### config.mk
export PLATFORM = sky130hd
export DESIGN_NAME = c2p_div_pipe
export DESIGN_NICKNAME = d
export VERILOG_FILES = /design/src/rtl/core/c2p_div_pipe.sv
export SDC_FILE = /design/constraint.sdc
export NUM_CORES = 2
export LEC_CHECK = 0
export BUFFER_PORTS_ARGS = -buffer_cell sky130_fd_sc_hd__buf_2
export CORE_ASPECT_RATIO = 0.9
export CORE_MARGIN = 2
export CORE_UTILIZATION = 30
export CTS_BUF_LIST = sky130_fd_sc_hd__clkbuf_8
export CTS_CLUSTER_DIAMETER = 200
export DETAILED_ROUTE_END_ITERATION = 7
export GPL_ROUTABILITY_DRIVEN = 0
export PLACE_DENSITY = 0.52
export SYNTH_ARGS = -nofsm -noshare
export SYNTH_HDL_FRONTEND = slang
export SYNTH_SLANG_ARGS = --single-unit
export TNS_END_PERCENT = 100
### constraint.sdc
create_clock -name clk -period 6.6 [get_ports clk]
set_clock_uncertainty 0.05 [all_clocks]
set_input_delay 1.98 -clock clk [delete_from_list [all_inputs] [get_ports clk]]
set_output_delay 1.98 -clock clk [all_outputs]
set_load 0.02 [all_outputs]
### src/rtl/core/c2p_div_pipe.sv
`timescale 1ns / 1ps
module c2p_div_pipe #(
	parameter int NW = 31,
	parameter int K  = 32,
	parameter int SW = 2
) (
	input  logic          clk,
	input  logic          arst_n,
	input  logic          enable,
	input  logic          valid,
	input  logic [NW-1:0] dividend_hi,
	input  logic [K-1:0]  dividend_lo,
	input  logic [NW-1:0] divisor,
	input  logic [SW-1:0] side,
	output logic          quo_valid,
	output logic [K-1:0]  quotient,
	output logic [SW-1:0] quo_side
);

	logic [NW-1:0] rem_s  [K+1];
	logic [K-1:0]  lo_s   [K+1];
	logic [NW-1:0] div_s  [K+1];
	logic [SW-1:0] side_s [K+1];
	logic          v_s    [K+1];

	assign rem_s[0]  = dividend_hi;
	assign lo_s[0]   = dividend_lo;
	assign div_s[0]  = divisor;
	assign side_s[0] = side;
	assign v_s[0]    = valid;

	genvar i;
	for (i = 0; i < K; i++) begin : g_step
		logic [NW:0] trial;
		logic [NW:0] diff;
		logic        ge;

		assign trial = {rem_s[i], lo_s[i][K-1]};
		assign ge    = trial >= {1'b0, div_s[i]};
		assign diff  = trial - {1'b0, div_s[i]};

		always_ff @(posedge clk or negedge arst_n) begin
			if (!arst_n) begin
				v_s[i+1] <= 1'b0;
			end else if (enable) begin
				v_s[i+1] <= v_s[i];
			end
		end

		always_ff @(posedge clk) begin
			if (enable) begin
				rem_s[i+1]  <= ge ? diff[NW-1:0] : trial[NW-1:0];
				lo_s[i+1]   <= {lo_s[i][K-2:0], ge};
				div_s[i+1]  <= div_s[i];
				side_s[i+1] <= side_s[i];
			end
		end
	end

	assign quo_valid = v_s[K];
	assign quotient  = lo_s[K];
	assign quo_side  = side_s[K];

endmodule

==> metrics.txt <==
syn_nets=~13,000; Rows=~250; Remaining Overflow, GRT=0; PortBufs=~130; Internal Pwr Total=between 50,000 and 60,000 uW; Core ar.=around 0.51 mm^2; Iter 0 DRT Violations=about 6,400; capturing point of the worst reg2reg path=g_step[19].trial[22]; CP endpoint kind=flip-flop; crit start category=flip-flop; Initial DRT Pass Iterations=8; Max VDD drop=0.211 mV; Flop pwr share=approximately 37%; All-Layer GR Usage=12.2%; hpwl dp=about 230 mm; fin area=between 0.15 and 0.2 mm^2; initial antenna violation count=10; DRC violations left=0; EDFF count, synth=roughly 3,000; Final min period=4.88 ns; Clk Latency, worst-skew pair=around 1.2 ns; Reg area=just over 0.09 mm^2; pwr dens=around 470 mW/mm^2; total power=81,200 uW; RSZ-0062 raised after global routing=false; vias post-DR=~90,000; vias in the first global route=slightly above 90,000; H-tree levels=6; final core occ=roughly 34%; Hold Buf Count CTS=0; CTS tree=done; CTS sink count=slightly above 3,000; worst hold start=lo_s[765]; Worst Path Arrival=roughly 5.7 ns; Final Slew Violations=0; Num CTS Buffers=around 560; Initial Util=a little under a third; NetSw=29,700 uW; Setup Viol. Count Final=0; Hold WC Path Type=reg2reg; clock slew at reported path FFs=0.06 ns; layout net count=between 10,000 and 15,000; Slew HR=about 25%; R2R depth=14; register area share after synthesis=59.9%; Max FO, Critical Path=42; Max-Cap Viols=0; synthesis-stage register bit count=around 3,000; combinational group share of total power=approximately two fifths; worst r2r src=g_step[18].trial[0]; hold depth=0; Unique masters post-synth=93; CTS max path bufs=4; commonest cells after routing, fill and taps aside=edfxtp_1 (3,010), inv_1 (1,386), a21oi_1 (1,065); Chip Width=755 um; vias per cell=around 4.6; fill count=approximately 50,000; Setup TNS=0 ns; multi-input logic area=0.0553 mm^2; Layout area overhead=12.9%; non-filler cells, final=20,000; largest net degree at the start of global routing=between 150 and 200; IO Pins=roughly 140; period utilization=between 70% and 80%; asr flop ratio synth=under 10%; Clock power frac=about a fifth; Critical Path Start=g_step[18].trial[0]; syn_area_per_cell=about 12 um^2; WL final=~320 mm; maximum clock rate=roughly 0.2 GHz; antenna-violating nets left=0; share of cells above drive strength 1=10.3%; DIE HEIGHT=680 um; Yosys warnings=0; die area=about 0.51 mm^2; placed inst area=roughly 0.16 mm^2; Clock Root Buffer=clkbuf_8; WL per Instance=between 15 and 20 um; kind of critical path=reg2reg; final hold vios=0; Synth Cell Area=about 0.15 mm^2; placed cell count=19,000; post_cts resized=0; Critical Path RT=roughly 7.4 ns; Leak Pwr=0.0687 uW; status=finished clean; switch share=36.6%; postcts setup bufs=0; Syn Inst Count=12,300; hold path endpoint=lo_s[734]; Worst Tran Pin Value=1.13 ns; global-route wire length before repair=509 mm; flop-to-flop setup slack=1.72 ns; most common cell after layout, fill and taps aside=edfxtp_1; Top FF cell, synth=edfxtp_1
## cells in the mapped netlist (all sizes together), types with 42 or more instances
master | count | area share, %
a211oi | 73 | 0.36
a21o | 546 | 2.7
a21oi | 1068 | 3.5
a31oi | 102 | 0.42
and3 | 73 | 0.30
buf | 92 | 0.37
clkbuf | 175 | 0.43
edfxtp | 3010 | 59
ha | 992 | 8.2
inv | 1233 | 3.0
mux2 | 358 | 2.7
nand2 | 703 | 1.7
nand2b | 140 | 0.58
nand3 | 155 | 0.51
nand4 | 160 | 0.66
nor2 | 741 | 1.8
nor2b | 125 | 0.51
nor3 | 84 | 0.28
o211ai | 42 | 0.21
o21a | 124 | 0.61
o21ai | 703 | 2.3
o21bai | 112 | 0.55
o31ai | 52 | 0.27
xnor2 | 503 | 2.9
xor2 | 332 | 1.9
## worst max path at each step
stage / to / slack [ns] / depth (start not counted)
after floorplan: g_step[1].trial[31] / 1.71 / 13
after global placement: g_step[1].trial[4] / 0.86 / 14
after global routing: g_step[19].trial[22] / 1.32 / 14
after detailed placement: g_step[1].trial[4] / 0.87 / 14
after CTS: g_step[19].trial[22] / 1.85 / 14
final: g_step[19].trial[22] / 1.72 / 14
## registers in the layout (all words and copies together) (netlist names)
signal and cells:
side_s 62, quo_valid 1, lo_s 961, quo_side 2
v_s 31, div_s 961, quotient 32, g_step.trial 992
## layout make-up
class                           instances  share of cell area (%)
Sequential cell                      3042                    53.1
Tap cell                             6750                    4.92
Inverter                             1233                    2.69
Multi-Input combinational cell       7729                    32.2
Clock buffer                          560                    4.49
Timing Repair Buffer                  221                   0.947
Clock inverter                        426                    1.65
Antenna cell                            1                 0.00146
## through the flow
step / hold WS, ns / setup WS (ns)
global placement: 0.350 / 0.858
finish: 0.335 / 1.72
global route: 0.342 / 1.32
detailed placement: 0.355 / 0.873
CTS: 0.315 / 1.85
floorplan: 0.350 / 1.71
## critical path, cell delays in order, from the launching register on
cell,delay [ns]
edfxtp_1,0.39
inv_1,0.08
ha_1,0.18
fa_1,0.21
nor2b_1,0.05
o21ai_0,0.23
a21oi_1,0.16
o41ai_1,0.42
o31ai_1,0.23
a21boi_0,0.64
o21ai_0,0.47
a21oi_1,0.29
o211a_1,0.52
buf_4,0.46
o21ai_0,0.20
## routing by layer
metal  share of wire [%]  track usage, %
met1                  48            17.2
met2                  44            19.1
met3                 5.0            2.24
met4                 2.9            3.95
met5               0.027               0
## cell families (layout without fill, tap and decap cells)
logic type,after synthesis,in the layout,share of synthesized area [%]
buffers and inverters,1500,2440,3.85
and+or+nand+nor,2378,2378,7.31
xor gates and xnor gates,835,835,4.81
other,0,1,0
AOI/OAI and AO/OA,3113,3113,12.7
DFF,3042,3042,59.9
adders and majority gates,1023,1023,8.56
muxes,380,380,2.87
## power by group through the flow
stage | sequential, uW | clock [uW] | combinational, uW
after floorplan | 29300 | 0 | 26300
after global placement | 30800 | 0 | 33200
after detailed placement | 30700 | 0 | 33400
after CTS | 30400 | 18200 | 33600
after global routing | 30800 | 19000 | 37800
final | 30300 | 17400 | 33600
(Power assumes the default switching activity.)
